==> src/design/tfg_pkg.sv <==
package tfg_pkg;

   localparam int TABLE_ENTRIES_DEF = 121;
   localparam int AVG_DEPTH_DEF     = 11;
   localparam int TABLE_CAP         = 256;

   // register indexes
   localparam logic [1:0] REG_OVER = 2'd0;
   localparam logic [1:0] REG_ON   = 2'd1;
   localparam logic [1:0] REG_OFF  = 2'd2;
   localparam logic [1:0] REG_MIN  = 2'd3;

   localparam logic [1:0] ZONE_HOLD = 2'd0;
   localparam logic [1:0] ZONE_STOP = 2'd1;
   localparam logic [1:0] ZONE_REG  = 2'd2;
   localparam logic [1:0] ZONE_EMER = 2'd3;

   typedef enum logic [3:0] {
      ST_IDLE,
      ST_VDIV,
      ST_SEARCH,
      ST_MAPDIV,
      ST_DECIDE,
      ST_SHIFT,
      ST_AVGDIV,
      ST_CLEAR,
      ST_OUT
   } state_type;

   // controller to datapath
   typedef struct packed {
      logic load;
      logic vdiv_start;
      logic search_step;
      logic map_start;
      logic decide;
      logic shift_step;
      logic avg_start;
      logic clear_step;
      logic present;
   } cmd_type;

   // datapath to controller
   typedef struct packed {
      logic div_busy;
      logic search_done;
      logic idx_last;
      logic zone_reg;
      logic zone_stop;
   } sts_type;

   typedef logic [TABLE_CAP-1:0][15:0] qtab_type;

   // table entries in units of 0.0001 V, zero past the given set
   function automatic logic [15:0] volt_e4(input logic [7:0] i);
      logic [15:0] r;
      case (i)
         8'd0: r = 16'd27427; 8'd1: r = 16'd27206; 8'd2: r = 16'd26981;
         8'd3: r = 16'd26751; 8'd4: r = 16'd26517; 8'd5: r = 16'd26278;
         8'd6: r = 16'd26035; 8'd7: r = 16'd25789; 8'd8: r = 16'd25538;
         8'd9: r = 16'd25283; 8'd10: r = 16'd25024; 8'd11: r = 16'd24762;
         8'd12: r = 16'd24496; 8'd13: r = 16'd24226; 8'd14: r = 16'd23954;
         8'd15: r = 16'd23678; 8'd16: r = 16'd23400; 8'd17: r = 16'd23118;
         8'd18: r = 16'd22835; 8'd19: r = 16'd22549; 8'd20: r = 16'd22261;
         8'd21: r = 16'd21971; 8'd22: r = 16'd21680; 8'd23: r = 16'd21387;
         8'd24: r = 16'd21092; 8'd25: r = 16'd20796; 8'd26: r = 16'd20498;
         8'd27: r = 16'd20200; 8'd28: r = 16'd19901; 8'd29: r = 16'd19601;
         8'd30: r = 16'd19300; 8'd31: r = 16'd19001; 8'd32: r = 16'd18701;
         8'd33: r = 16'd18402; 8'd34: r = 16'd18104; 8'd35: r = 16'd17806;
         8'd36: r = 16'd17510; 8'd37: r = 16'd17214; 8'd38: r = 16'd16920;
         8'd39: r = 16'd16628; 8'd40: r = 16'd16337; 8'd41: r = 16'd16047;
         8'd42: r = 16'd15758; 8'd43: r = 16'd15472; 8'd44: r = 16'd15188;
         8'd45: r = 16'd14906; 8'd46: r = 16'd14627; 8'd47: r = 16'd14350;
         8'd48: r = 16'd14076; 8'd49: r = 16'd13804; 8'd50: r = 16'd13536;
         8'd51: r = 16'd13271; 8'd52: r = 16'd13008; 8'd53: r = 16'd12749;
         8'd54: r = 16'd12493; 8'd55: r = 16'd12240; 8'd56: r = 16'd11991;
         8'd57: r = 16'd11745; 8'd58: r = 16'd11502; 8'd59: r = 16'd11263;
         8'd60: r = 16'd11028; 8'd61: r = 16'd10800; 8'd62: r = 16'd10575;
         8'd63: r = 16'd10354; 8'd64: r = 16'd10137; 8'd65: r = 16'd9923;
         8'd66: r = 16'd9714; 8'd67: r = 16'd9508; 8'd68: r = 16'd9305;
         8'd69: r = 16'd9107; 8'd70: r = 16'd8912; 8'd71: r = 16'd8719;
         8'd72: r = 16'd8531; 8'd73: r = 16'd8346; 8'd74: r = 16'd8165;
         8'd75: r = 16'd7987; 8'd76: r = 16'd7813; 8'd77: r = 16'd7642;
         8'd78: r = 16'd7475; 8'd79: r = 16'd7311; 8'd80: r = 16'd7150;
         8'd81: r = 16'd6994; 8'd82: r = 16'd6840; 8'd83: r = 16'd6690;
         8'd84: r = 16'd6543; 8'd85: r = 16'd6399; 8'd86: r = 16'd6259;
         8'd87: r = 16'd6121; 8'd88: r = 16'd5986; 8'd89: r = 16'd5855;
         8'd90: r = 16'd5726; 8'd91: r = 16'd5599; 8'd92: r = 16'd5475;
         8'd93: r = 16'd5354; 8'd94: r = 16'd5235; 8'd95: r = 16'd5119;
         8'd96: r = 16'd5006; 8'd97: r = 16'd4895; 8'd98: r = 16'd4787;
         8'd99: r = 16'd4681; 8'd100: r = 16'd4578; 8'd101: r = 16'd4478;
         8'd102: r = 16'd4380; 8'd103: r = 16'd4284; 8'd104: r = 16'd4191;
         8'd105: r = 16'd4100; 8'd106: r = 16'd4011; 8'd107: r = 16'd3924;
         8'd108: r = 16'd3839; 8'd109: r = 16'd3756; 8'd110: r = 16'd3674;
         8'd111: r = 16'd3595; 8'd112: r = 16'd3518; 8'd113: r = 16'd3442;
         8'd114: r = 16'd3368; 8'd115: r = 16'd3296; 8'd116: r = 16'd3225;
         8'd117: r = 16'd3157; 8'd118: r = 16'd3090; 8'd119: r = 16'd3024;
         8'd120: r = 16'd2960;
         default: r = 16'd0;
      endcase
      return r;
   endfunction

   // Q2.14 value of one entry, rounded
   function automatic logic [15:0] table_q14(input logic [7:0] i);
      logic [31:0] p;
      p = {16'd0, volt_e4(i)} * 32'd16384 + 32'd5000;
      return 16'(p / 32'd10000);
   endfunction

   // whole Q2.14 table, built once at elaboration
   function automatic qtab_type build_qtab();
      qtab_type r;
      for (int k = 0; k < TABLE_CAP; k++) r[k] = table_q14(8'(k));
      return r;
   endfunction

endpackage

==> src/design/tfg_divider.sv <==
// radix-2 restoring divider, one quotient bit per cycle
module tfg_divider #(
   parameter int W = 24
) (
   input  logic         clock,
   input  logic         reset,
   input  logic         start,
   input  logic [W-1:0] dividend,
   input  logic [W-1:0] divisor,
   output logic         busy,
   output logic [W-1:0] quotient
);
   localparam int CW = $clog2(W + 1);

   logic [W-1:0]  quo_ff, quo_in;
   logic [W-1:0]  rem_ff, rem_in;
   logic [W-1:0]  dsr_ff, dsr_in;
   logic [CW-1:0] cnt_ff, cnt_in;
   logic [W:0]    trial;

   assign trial = {rem_ff, quo_ff[W-1]} - {1'b0, dsr_ff};

   // shift and subtract
   always_comb begin
      quo_in = quo_ff;
      rem_in = rem_ff;
      dsr_in = dsr_ff;
      cnt_in = cnt_ff;
      if (start) begin
         quo_in = dividend;
         rem_in = '0;
         dsr_in = divisor;
         cnt_in = CW'(W);
      end else if (cnt_ff != '0) begin
         cnt_in = cnt_ff - 1'b1;
         if (!trial[W]) begin
            rem_in = trial[W-1:0];
            quo_in = {quo_ff[W-2:0], 1'b1};
         end else begin
            rem_in = {rem_ff[W-2:0], quo_ff[W-1]};
            quo_in = {quo_ff[W-2:0], 1'b0};
         end
      end
   end

   always_ff @(posedge clock) begin
      if (reset) begin
         cnt_ff <= '0;
      end else begin
         cnt_ff <= cnt_in;
      end
      quo_ff <= quo_in;
      rem_ff <= rem_in;
      dsr_ff <= dsr_in;
   end

   assign busy     = (cnt_ff != '0) || start;
   assign quotient = quo_ff;
endmodule

==> src/design/tfg_ctrl.sv <==
module tfg_ctrl (
   input  logic            clock,
   input  logic            reset,
   input  logic            req_tvalid,
   output logic            req_tready,
   output logic            rsp_tvalid,
   input  logic            rsp_tready,
   input  tfg_pkg::sts_type sts,
   output tfg_pkg::cmd_type cmd,
   output tfg_pkg::state_type state
);
   tfg_pkg::state_type state_ff, state_in;
   logic div_wait_ff, div_wait_in;

   // next state
   always_comb begin
      state_in    = state_ff;
      div_wait_in = 1'b0;
      unique case (state_ff)
         tfg_pkg::ST_IDLE:   if (req_tvalid) state_in = tfg_pkg::ST_VDIV;
         tfg_pkg::ST_VDIV: begin
            div_wait_in = 1'b1;
            if (div_wait_ff && !sts.div_busy) state_in = tfg_pkg::ST_SEARCH;
         end
         tfg_pkg::ST_SEARCH: if (sts.search_done) state_in = tfg_pkg::ST_MAPDIV;
         tfg_pkg::ST_MAPDIV: begin
            div_wait_in = 1'b1;
            if (div_wait_ff && !sts.div_busy) state_in = tfg_pkg::ST_DECIDE;
         end
         tfg_pkg::ST_DECIDE: begin
            if (sts.zone_reg)       state_in = tfg_pkg::ST_SHIFT;
            else if (sts.zone_stop) state_in = tfg_pkg::ST_CLEAR;
            else                    state_in = tfg_pkg::ST_OUT;
         end
         tfg_pkg::ST_SHIFT:  if (sts.idx_last) state_in = tfg_pkg::ST_AVGDIV;
         tfg_pkg::ST_AVGDIV: state_in = tfg_pkg::ST_OUT;
         tfg_pkg::ST_CLEAR:  if (sts.idx_last) state_in = tfg_pkg::ST_OUT;
         tfg_pkg::ST_OUT:    if (rsp_tready) state_in = tfg_pkg::ST_IDLE;
         default:            state_in = tfg_pkg::ST_IDLE;
      endcase
   end

   // outputs
   always_comb begin
      cmd        = '0;
      req_tready = 1'b0;
      rsp_tvalid = 1'b0;
      unique case (state_ff)
         tfg_pkg::ST_IDLE: begin
            req_tready = 1'b1;
            cmd.load   = req_tvalid;
         end
         tfg_pkg::ST_VDIV:   cmd.vdiv_start  = !div_wait_ff;
         tfg_pkg::ST_SEARCH: cmd.search_step = 1'b1;
         tfg_pkg::ST_MAPDIV: cmd.map_start   = !div_wait_ff;
         tfg_pkg::ST_DECIDE: cmd.decide      = 1'b1;
         tfg_pkg::ST_SHIFT:  cmd.shift_step  = 1'b1;
         tfg_pkg::ST_AVGDIV: cmd.avg_start   = 1'b1;
         tfg_pkg::ST_CLEAR:  cmd.clear_step  = 1'b1;
         tfg_pkg::ST_OUT: begin
            rsp_tvalid  = 1'b1;
            cmd.present = 1'b1;
         end
         default: ;
      endcase
   end

   always_ff @(posedge clock) begin
      if (reset) begin
         state_ff    <= tfg_pkg::ST_IDLE;
         div_wait_ff <= 1'b0;
      end else begin
         state_ff    <= state_in;
         div_wait_ff <= div_wait_in;
      end
   end

   assign state = state_ff;
endmodule

==> src/design/tfg_datapath.sv <==
module tfg_datapath #(
   parameter int TABLE_ENTRIES = tfg_pkg::TABLE_ENTRIES_DEF,
   parameter int AVG_DEPTH     = tfg_pkg::AVG_DEPTH_DEF
) (
   input  logic             clock,
   input  logic             reset,
   input  tfg_pkg::cmd_type cmd,
   output tfg_pkg::sts_type sts,
   input  logic [11:0]      sensor_count,
   input  logic [11:0]      reference_count,
   input  logic             csr_we,
   input  logic [1:0]       csr_index,
   input  logic [6:0]       csr_wdata,
   output logic [6:0]       temperature_deg,
   output logic [6:0]       fan_duty,
   output logic             duty_changed,
   output logic             blackout,
   output logic [1:0]       zone
);
   localparam int N  = (TABLE_ENTRIES < 2) ? 2 :
                       ((TABLE_ENTRIES > tfg_pkg::TABLE_CAP) ? tfg_pkg::TABLE_CAP :
                        TABLE_ENTRIES);
   localparam int HW = (AVG_DEPTH > 1) ? $clog2(AVG_DEPTH) : 1;
   localparam int SW = $clog2(AVG_DEPTH * 100 + 1);
   localparam int DW = 29;
   localparam logic [7:0] LAST = 8'(N - 1);
   localparam tfg_pkg::qtab_type QTAB = tfg_pkg::build_qtab();
   // ceil(2^24 / AVG_DEPTH), exact mean for any history sum
   localparam logic [24:0] RECIP = 25'(((1 << 24) + AVG_DEPTH - 1) / AVG_DEPTH);

   // configuration registers
   logic [6:0] over_ff, on_ff, off_ff, min_ff;
   always_ff @(posedge clock) begin
      if (reset) begin
         over_ff <= 7'd80;
         on_ff   <= 7'd40;
         off_ff  <= 7'd35;
         min_ff  <= 7'd20;
      end else if (csr_we) begin
         unique case (csr_index)
            tfg_pkg::REG_OVER: over_ff <= csr_wdata;
            tfg_pkg::REG_ON:   on_ff   <= csr_wdata;
            tfg_pkg::REG_OFF:  off_ff  <= csr_wdata;
            tfg_pkg::REG_MIN:  min_ff  <= csr_wdata;
            default: ;
         endcase
      end
   end

   // shared divider
   logic          div_start;
   logic [DW-1:0] div_a, div_b, div_q;
   logic          div_busy;

   tfg_divider #(.W(DW)) u_div (
      .clock    (clock),
      .reset    (reset),
      .start    (div_start),
      .dividend (div_a),
      .divisor  (div_b),
      .busy     (div_busy),
      .quotient (div_q)
   );

   logic [11:0] sen_ff, ref_ff;
   logic [7:0]  idx_ff, idx_in;
   logic [7:0]  temp_ff, temp_in;
   logic        done_ff, done_in;
   logic [6:0]  newd_ff, newd_in;
   logic        neg_ff;
   logic        empty_ff;
   logic [6:0]  hist_ff [AVG_DEPTH];
   logic [SW-1:0] sum_ff;
   logic [6:0]  duty_ff, old_ff;
   logic [1:0]  zone_ff;

   // mapping operands
   logic [13:0] hi_p;
   logic [6:0]  hi_v;
   logic signed [8:0] dt, dspan, dmin;
   logic signed [17:0] num;
   logic [17:0] num_mag;
   logic [8:0]  den_mag;

   assign hi_p    = 14'd68 * {7'd0, over_ff};
   assign hi_v    = 7'(({13'd0, hi_p} * 27'd5243) >> 19);  // /100, exact for 0..8636
   assign dt      = $signed({1'b0, temp_ff}) - $signed({2'b0, on_ff});
   assign dspan   = $signed({2'b0, hi_v}) - $signed({2'b0, on_ff});
   assign dmin    = 9'sd100 - $signed({2'b0, min_ff});
   assign num     = dt * dmin;
   assign num_mag = num[17] ? 18'(-num) : 18'(num);
   assign den_mag = dspan[8] ? 9'(-dspan) : 9'(dspan);

   always_comb begin
      div_start = cmd.vdiv_start || cmd.map_start;
      div_a     = {17'd0, sen_ff} * 29'd98304;
      div_b     = 29'd5 * {17'd0, ref_ff};
      if (cmd.map_start) begin
         div_a = {11'd0, num_mag};
         div_b = {20'd0, den_mag};
      end
   end

   // voltage and search; the divider holds the voltage quotient while searching
   logic [15:0] v_cur;
   logic [15:0] q_i, q_n, q_first, q_last;
   logic [16:0] diff2;
   logic [15:0] gap;
   assign v_cur   = (div_q > 29'd65535) ? 16'hFFFF : div_q[15:0];
   assign q_first = QTAB[0];
   assign q_last  = QTAB[LAST];
   assign q_i     = QTAB[idx_ff];
   assign q_n     = QTAB[idx_ff + 8'd1];
   assign diff2   = {q_i - v_cur, 1'b0};
   assign gap     = q_i - q_n;

   // mapped duty from quotient
   logic signed [18:0] mapped;
   always_comb begin
      mapped = (neg_ff ? -$signed({1'b0, div_q[17:0]}) : $signed({1'b0, div_q[17:0]}))
               + $signed({12'd0, min_ff});
   end

   // mean of the history by reciprocal multiply
   logic [SW+24:0] avg_p;
   assign avg_p = {25'd0, sum_ff} * {{SW{1'b0}}, RECIP};

   logic in_emer, in_reg, in_stop;
   assign in_emer = temp_ff >= {1'b0, over_ff};
   assign in_reg  = temp_ff >= {1'b0, on_ff};
   assign in_stop = (temp_ff <= {1'b0, off_ff}) && (duty_ff != 7'd0);

   always_comb begin
      idx_in  = idx_ff;
      temp_in = temp_ff;
      done_in = done_ff;
      newd_in = newd_ff;
      if (cmd.vdiv_start) begin
         idx_in  = 8'd0;
         done_in = 1'b0;
      end else if (cmd.search_step && !done_ff) begin
         if (ref_ff == 12'd0 || v_cur >= q_first) begin
            temp_in = 8'd0; done_in = 1'b1;
         end else if (v_cur <= q_last) begin
            temp_in = LAST; done_in = 1'b1;
         end else if ((idx_ff + 8'd1 < LAST) && (v_cur <= q_n)) begin
            idx_in = idx_ff + 8'd1;
         end else begin
            temp_in = (diff2 < {1'b0, gap}) ? idx_ff : idx_ff + 8'd1;
            done_in = 1'b1;
         end
      end
      if (cmd.decide) begin
         if (empty_ff || mapped > 19'sd100) newd_in = 7'd100;
         else if (mapped < 0)               newd_in = 7'd0;
         else                               newd_in = mapped[6:0];
      end
      if (cmd.decide || cmd.load) idx_in = 8'd0;
      else if (cmd.shift_step || cmd.clear_step)
         idx_in = sts.idx_last ? 8'd0 : idx_ff + 8'd1;
   end

   always_ff @(posedge clock) begin
      if (reset) begin
         done_ff <= 1'b0;
         duty_ff <= 7'd0;
         for (int k = 0; k < AVG_DEPTH; k++) hist_ff[k] <= 7'd0;
      end else begin
         done_ff <= done_in;
         if (cmd.decide) begin
            old_ff <= duty_ff;
            if (in_emer) begin
               duty_ff <= 7'd100; zone_ff <= tfg_pkg::ZONE_EMER;
            end else if (in_reg) begin
               zone_ff <= tfg_pkg::ZONE_REG;
            end else if (in_stop) begin
               duty_ff <= 7'd0; zone_ff <= tfg_pkg::ZONE_STOP;
            end else begin
               zone_ff <= tfg_pkg::ZONE_HOLD;
            end
         end
         if (cmd.shift_step) begin
            if (sts.idx_last) hist_ff[HW'(idx_ff)] <= newd_ff;
            else              hist_ff[HW'(idx_ff)] <= hist_ff[HW'(idx_ff + 8'd1)];
         end
         if (cmd.clear_step) hist_ff[HW'(idx_ff)] <= 7'd0;
         if (cmd.avg_start) duty_ff <= avg_p[30:24];
      end
      if (cmd.load) begin
         sen_ff <= sensor_count;
         ref_ff <= reference_count;
      end
      if (cmd.map_start) begin
         neg_ff   <= num[17] ^ dspan[8];
         empty_ff <= (dspan == 9'sd0);
      end
      // running sum of the shifted history
      if (cmd.decide) sum_ff <= '0;
      if (cmd.shift_step) begin
         if (sts.idx_last) sum_ff <= sum_ff + SW'(newd_ff);
         else              sum_ff <= sum_ff + SW'(hist_ff[HW'(idx_ff + 8'd1)]);
      end
      idx_ff  <= idx_in;
      temp_ff <= temp_in;
      newd_ff <= newd_in;
   end

   assign sts.div_busy    = div_busy;
   assign sts.search_done = done_ff;
   assign sts.idx_last    = (idx_ff == 8'(AVG_DEPTH - 1));
   assign sts.zone_reg    = in_reg && !in_emer;
   assign sts.zone_stop   = in_stop && !in_reg && !in_emer;

   assign temperature_deg = temp_ff[6:0];
   assign fan_duty        = duty_ff;
   assign duty_changed    = duty_ff != old_ff;
   assign blackout        = zone_ff == tfg_pkg::ZONE_EMER;
   assign zone            = zone_ff;
endmodule

==> src/design/thermal_fan_guard_core.sv <==
// Thermistor temperature guard: each accepted word (sensor and reference
// counts) is turned into a Q2.14 voltage by a 29-step shift/subtract
// divider, matched against the voltage table by a search that walks one
// entry per cycle, mapped to a duty by a second pass of the same divider,
// and, when regulating or stopping, the duty history is shifted or cleared;
// the mean comes from a reciprocal multiply. After the result is taken
// with rsp_tready high the block returns to idle before the next word is
// taken; one word is in flight at a time and the result stays on rsp until
// taken.
module thermal_fan_guard_core #(
   parameter int TABLE_ENTRIES = tfg_pkg::TABLE_ENTRIES_DEF,
   parameter int AVG_DEPTH     = tfg_pkg::AVG_DEPTH_DEF
) (
   input  logic        clock,
   input  logic        reset,
   input  logic        req_tvalid,
   output logic        req_tready,
   input  logic [23:0] req_tdata,   // sensor_count[11:0], reference_count[23:12]
   output logic        rsp_tvalid,
   input  logic        rsp_tready,
   output logic [23:0] rsp_tdata,   // temperature_deg[6:0], fan_duty[13:7],
                                    // duty_changed[14], blackout[15], zone[17:16]
   input  logic        csr_we,
   input  logic [1:0]  csr_index,
   input  logic [6:0]  csr_wdata
);
   tfg_pkg::cmd_type   cmd;
   tfg_pkg::sts_type   sts;
   tfg_pkg::state_type state;
   logic [6:0] t, d;
   logic       ch, bo;
   logic [1:0] z;

   tfg_ctrl u_ctrl (
      .clock, .reset, .req_tvalid, .req_tready, .rsp_tvalid, .rsp_tready,
      .sts, .cmd, .state
   );

   tfg_datapath #(.TABLE_ENTRIES(TABLE_ENTRIES), .AVG_DEPTH(AVG_DEPTH)) u_dp (
      .clock, .reset, .cmd, .sts,
      .sensor_count    (req_tdata[11:0]),
      .reference_count (req_tdata[23:12]),
      .csr_we, .csr_index, .csr_wdata,
      .temperature_deg (t), .fan_duty (d), .duty_changed (ch),
      .blackout (bo), .zone (z)
   );

   assign rsp_tdata = {6'd0, z, bo, ch, d, t};

   // a word is taken only when nothing is in flight
   a_accept_idle: assert property (@(posedge clock) disable iff (reset)
      req_tready |-> (state == tfg_pkg::ST_IDLE)) else $error("busy accept");
   // result holds while stalled
   a_rsp_hold: assert property (@(posedge clock) disable iff (reset)
      rsp_tvalid && !rsp_tready |=> rsp_tvalid && $stable(rsp_tdata))
      else $error("result moved");
   // emergency always drives full duty
   a_emer: assert property (@(posedge clock) disable iff (reset)
      rsp_tvalid && rsp_tdata[15] |-> rsp_tdata[13:7] == 7'd100)
      else $error("blackout without full duty");
endmodule
==> config.mk <==
export PLATFORM = sky130hd
export DESIGN_NAME = thermal_fan_guard_core
export DESIGN_NICKNAME = d
export VERILOG_FILES = /design/src/design/tfg_pkg.sv /design/src/design/tfg_divider.sv /design/src/design/tfg_ctrl.sv /design/src/design/tfg_datapath.sv /design/src/design/thermal_fan_guard_core.sv
export SDC_FILE = /design/constraint.sdc
export NUM_CORES = 2
export LEC_CHECK = 0
export ABC_AREA = 1
export CORE_MARGIN = 3
export CORE_UTILIZATION = 35
export DETAILED_ROUTE_END_ITERATION = 7
export DONT_BUFFER_PORTS = 1
export PLACE_DENSITY_LB_ADDON = 0.12
export SYNTH_ARGS = -nofsm -noshare
export SYNTH_HDL_FRONTEND = slang
export SYNTH_SLANG_ARGS = --single-unit
==> constraint.sdc <==
create_clock -name clock -period 9.18 [get_ports clock]
set_input_delay 1.836 -clock clock [delete_from_list [all_inputs] [get_ports clock]]
set_output_delay 1.836 -clock clock [all_outputs]
set_load 0.1 [all_outputs]
; After elaboration in Yosys (flattened, before gate mapping)
; Memories as Yosys holds them, arrays and structs flattened. A register that Yosys moved wholly into a read port is not among the register bits.
; Index checks and enable logic that the tools add are counted.
[classes]
eq_ne = 25
mul = 6
n_mux = 79
n_lt_le_gt_ge = 13
addsub = 14
n_reduce_logical = 47
bitwise = 5
[op_table]
columns = op, n
row1 = $mux 29, 4
row2 = $mux 8, 11
row3 = $mux 7, 10
row4 = $mux 16, 3
row5 = $mux 4, 10
row6 = $pmux 4 s9, 1
row7 = $mux 11, 3
row8 = $sub 16x16->16, 2
row9 = $mux 1, 31
row10 = $mul 11x20->30 const B, 1
row11 = $sub 30x29->30, 1
row12 = $gt 29x16->1 const B, 1
row13 = $mul 12x13->24 const B, 1
row14 = $add 11x7->11, 2
row15 = $add 19x8->19, 1
row16 = $gt 19x8->1 const B, 1
row17 = $lt 19x1->1 const B, 1
row18 = $mux 19, 1
row19 = $neg 18->19, 1
row20 = $lt 8x9->1 const B, 2
row21 = $mux 18, 1
row22 = $mux 9, 2
row23 = $neg 18->18, 1
row24 = $lt 17x16->1, 1
row25 = 49 further kinds, 96
[word_totals]
romBits = 8192
inputBits = 38
ramBits = 77
register_bits = 202
output_inout_bits = 26
memories = 3
word_cells = 219
[mem_list]
columns = memory, depth, width, rd, rd_clocked_by_memory_dff, write_ports, line_no
row1 = (no name shown), 256, 16, 1, 1, 0, tfg_datapath.sv:112  ; assign q_i = QTAB[idx_ff];
row2 = (no name shown), 256, 16, 1, 0, 0, tfg_datapath.sv:113  ; assign q_n = QTAB[idx_ff + 8'd1];
row3 = u_dp.hist_ff, 11, 7, 1, 0, 11, tfg_datapath.sv:72  ; logic [6:0] hist_ff [AVG_DEPTH];

; Logic depth before layout (Yosys ltp)
[logic_depth]
depth_word = 13
ltp_mapped = 44
mapped_depth_nobuf = 44

; Modules after synthesis
; Synthesis repeated with hierarchy kept, for this count alone.
[unflattened]
cells_unflattened = 4703
area_unflattened_um2 = 34991.1
[modules_own_cells]
columns = module, seq_area_each_um2, instances, area_per_inst_um2, cells_each
row1 = tfg_datapath, 6326.1, 1, 28107.0, 3666
row2 = tfg_divider, 2422.3, 1, 6344.8, 942
row3 = tfg_ctrl, 100.1, 1, 475.5, 86
row4 = thermal_fan_guard_core, 0.0, 1, 63.8, 9

; Worst setup path after synthesis
; OpenSTA, ideal clock, no wires.
[synth_timing]
path_type = reg-to-reg
start = reg u_dp.over_ff[2]
end = reg u_dp.u_div.dsr_ff[3], data pin
arrival_time_ns = 7.459
t_required_ns = 8.912
setup_time_ns = 0.268
stages_incl_launch_ff = 40
n_path_buf = 0
slack_ns = 1.453
period_less_slack_ns = 7.727
path_cell_list = dfxtp_1 ha_1 ha_1 nand3_1 and2_1 or2_2 xor2_1 inv_1 fa_1 xor2_1 ha_1 inv_1 fa_1 inv_1 fa_1 inv_1 fa_1 inv_1 (+4 left out) inv_1 a21oi_1 inv_1 or2_2 nand2_1 inv_1 ha_1 nand2_1 o21ai_0 a21oi_1 o21bai_1 nand2_1 nand2_1 a21oi_1 inv_1 nor2_1 xor2_1 o21ai_0
[synth_between]
elab_chain_cells = 6
[synth_lines]
columns = item, line_no
row1 = start: declaration, tfg_datapath.sv:32  ; logic [6:0] over_ff, on_ff, off_ff, min_ff;
row2 = start signal: assignment, tfg_datapath.sv:41  ; tfg_pkg::REG_OVER: over_ff <= csr_wdata;
row3 = $mul 5x7->12 (*), tfg_datapath.sv:85  ; assign hi_p = 14'd68 * {7'd0, over_ff};
row4 = $mul 12x13->24 (*), tfg_datapath.sv:86  ; assign hi_v = 7'(({13'd0, hi_p} * 27'd5243) >> 19);
row5 = $sub 7x7->8 (*), tfg_datapath.sv:88  ; assign dspan = $signed({2'b0, hi_v}) - $signed({2'b0, on_ff});
row6 = $neg 9->9, tfg_datapath.sv:92  ; assign den_mag = dspan[8] ? 9'(-dspan) : 9'(dspan);
row7 = $mux 9 (*), tfg_datapath.sv:92
row8 = $mux 9 (*), tfg_datapath.sv:98  ; if (cmd.map_start) begin
row9 = net u_dp.div_b[3], tfg_datapath.sv:52  ; logic [DW-1:0] div_a, div_b, div_q;
row10 = end signal: assignment, tfg_divider.sv:54  ; dsr_ff <= dsr_in;
row11 = end: declaration, tfg_divider.sv:17  ; logic [W-1:0] dsr_ff, dsr_in;
; The timed path passes the listed nets; every way through them passes the cells marked *.
; A chain may end at the register's enable or synchronous reset.

; Final worst setup path
[layout_timing]
start = reg u_dp.over_ff[1]
end = reg u_dp.u_div.dsr_ff[3], data pin
; The elaborated chain is that of the path after synthesis.

==> metrics.cfg <==
[min_path]
min-delay-path-class = flop to flop
hold_depth = 2

[synth]
syn_area_per_cell_sq_um = 7.77
synth_top_area_cell = edfxtp_1
yosysWarnings = 0
ys_seq_area_frac = 0.259
ys.flop_type = edfxtp_1
ys_ff_latch = 316
synth_top_area_share = 0.194
syn_area_sq_mm = 0.0325
netlist_top_cells_area = edfxtp_1, ha_1, fa_1
async_flop_share = 0
synth_cell_types = 71
synth_edf_count = 210
synthesis.instances = 4182

[floorplan]
die_area_sq_mm = 0.0965
die_w_um = 311
die_height_um = 311
initial_utilization = 0.354
coreArea_sq_mm = 0.0918
num_io_pins = 64
row_count = 111

[pwr]
powerDensity_mw_per_mm2 = 330
power.total_mw = 11.8
vdd_drop_max_uv = 303
p_leak_nw = 16.8

[cts]
cts_hold_buf = 0
cts_tree = yes
h-tree-depth = 2
clockRootBuffer = clkbuf_16
clockBufferDepth = 3
clk_latency_ps = 600
path_clk_slew_ps = 60
cts.repair.resized = 0
cts_inserted_buffers = 43
cts.sinks = 316
postCtsSetupBuffers = 0

[route]
drc = 0
dr.first_iter.drc_count = 2238
wl_um = 103000
ant_nets = 0
routed-via-count = 28200
drtPass1Iterations = 6
wl_per_cell_um = 18.7
viasPerCell = 5.14

[global_route]
antenna_found_initial = 1
grt_overflow = 0
grt_max_degree = 51
grt_pass1_vias = 28000
gr-usage-all-layers = 0.211
grt_pass1_wl_um = 163000

[final_layout]
fin_nets = 4798
drive_above_1_share = 0.0621
area_delta_synth_final_pct = 9.76
instances_no_fill = 5479
fill_cells = 9624
multiInputGateArea_sq_mm = 0.0210
finalInstanceArea_sq_mm = 0.0357
largest_reg_flops = 112
regMostFlops = u_dp.hist_ff
seqCellArea_sq_mm = 0.00843

[worst_setup_path]
worstSetupPathType = flop to flop
rr_worst_depth = 39
path_max_fanout = 7
critPathLaunchType = flop
critPathArrivalTime_ps = 8820
slowest_stage = fa_1
cp-end-kind = flop
required_ps = 9490
crit_top_cell = inv_1
slowest_delay_ps = 520

[timing]
worst_pin_slew_ps = 1150
clock-skew-final_ps = 23.2
slew_violations = 0
hold_viol = 0
max_freq_mhz = 117
fin_crit_sh = 0.927
rsz0062_at_grt = no
finalSetupTns_ps = 0
setup_ws_ps = 668
period_minus_slack_ps = 8510
slew_headroom = 0.234
setup_viol = 0

[place]
post-place-cells = 5398
place_area_sq_mm = 0.0342
dp_slack_ps = 606
port_buffers = 0
dp_hpwl_um = 81100
finalWeightedCongestion = 0.968

[flow_run]
cap_violations = 0

[status]
status = complete, no violations

-- cell type report --
class	count	area share
sequential	316	0.236
multi-input combinational	3064	0.587
clock buffer	60	0.0340
clock inverter	20	0.00572
timing repair buffer	99	0.0218
antenna	1	0.0000702
tap	1243	0.0436
inverter	676	0.0711
-- path summary, 6_finish.rpt --
kind	end	from	slack [ps]
max	u_dp.u_div.dsr_ff[3]	u_dp.over_ff[1]	670
min	u_dp.u_div.cnt_ff[4]	u_dp.u_div.cnt_ff[4]	460
max reg2reg	u_dp.u_div.dsr_ff[3]	u_dp.over_ff[1]	670
min reg2reg	u_dp.u_div.cnt_ff[4]	u_dp.u_div.cnt_ff[4]	460
-- kinds of logic (layout without fill, tap and decap cells) --
family                     after synthesis  after routing  share of synthesized area
muxes                                    2              2                   0.000693
adders and majority gates              560            560                      0.255
and+or+nand+nor                       1580           1580                      0.207
xor gates and xnor gates               141            141                     0.0382
AOI/OAI and AO/OA                      775            775                      0.143
other                                    1              7                   0.000115
buffers and inverters                  807            855                     0.0977
DFF                                    316            316                      0.259
-- through the flow --
step            util  hold slack, ps
4_1_cts        0.388             459
6_report       0.389             460
5_1_grt        0.388             495
3_5_place_dp   0.373             449
3_3_place_gp   0.373             446
2_1_floorplan      -             433
-- cells in the final DEF, fill, tap and decap left out, drive strengths merged, types with 11 or more instances in the layout --
cell and instances:
nand2 790, inv 668, nor2 436, ha 391, o21ai 254, a21oi 252
edfxtp 210, nand3 196, fa 169, dfxtp 106, xor2 101, buf 99
clkbuf 60, nor3 59, nand4 52, xnor2 40, o211ai 38, a22oi 36
o21bai 34, clkinv 24, o221ai 23, o22ai 23, a31oi 22, or2 16
o31ai 16, a211oi 14, nor4 12, o21a 11
-- Yosys cell counts (6+ instances only) --
cell      instances
a211oi_1         14
a21o_1            7
a21oi_1         246
a221oi_1          6
a22oi_1          36
a31oi_1          22
buf_1             6
buf_2            22
buf_4            19
buf_6             6
clkbuf_1         78
clkinv_1         10
dfxtp_1         106
edfxtp_1        210
fa_1            169
ha_1            391
inv_1           654
inv_2            12
nand2_1         769
nand2_2          17
nand3_1         188
nand4_1          52
nor2_1          423
nor2_2            8
nor3_1           59
nor4_1           12
o211ai_1         38
o21a_1           11
o21ai_0         239
o21ai_1          13
o21bai_1         33
o221ai_1         23
o22ai_1          23
o31ai_1          16
or2_2            16
xnor2_1          40
xor2_1          100
-- routing by layer --
layer | track usage | part of all wire | up-vias
li1 | - | - | 13900
met1 | 0.299 | 0.47 | 13200
met2 | 0.339 | 0.44 | 825
met3 | 0.0248 | 0.054 | 180
met4 | 0.0604 | 0.028 | 2
met5 | 0 | 0.000088 | -
-- critical path: cells and delay by family, from the launching register on --
kind | cells | cell delay, ps
adders and majority gates | 10 | 4010
AOI/OAI and AO/OA | 7 | 1230
and+or+nand+nor | 10 | 1150
buffers and inverters | 10 | 770
xor gates and xnor gates | 2 | 540
DFF | 1 | 510
-- where the power goes --
group	leakage (nW)	internal [mW]	switching, mW
logic	13.2	2.87	5.13
registers	2.87	1.87	0.244
clock network	0.695	0.987	0.681
total	16.8	5.73	6.06
Power figures use the tool's default switching activity.
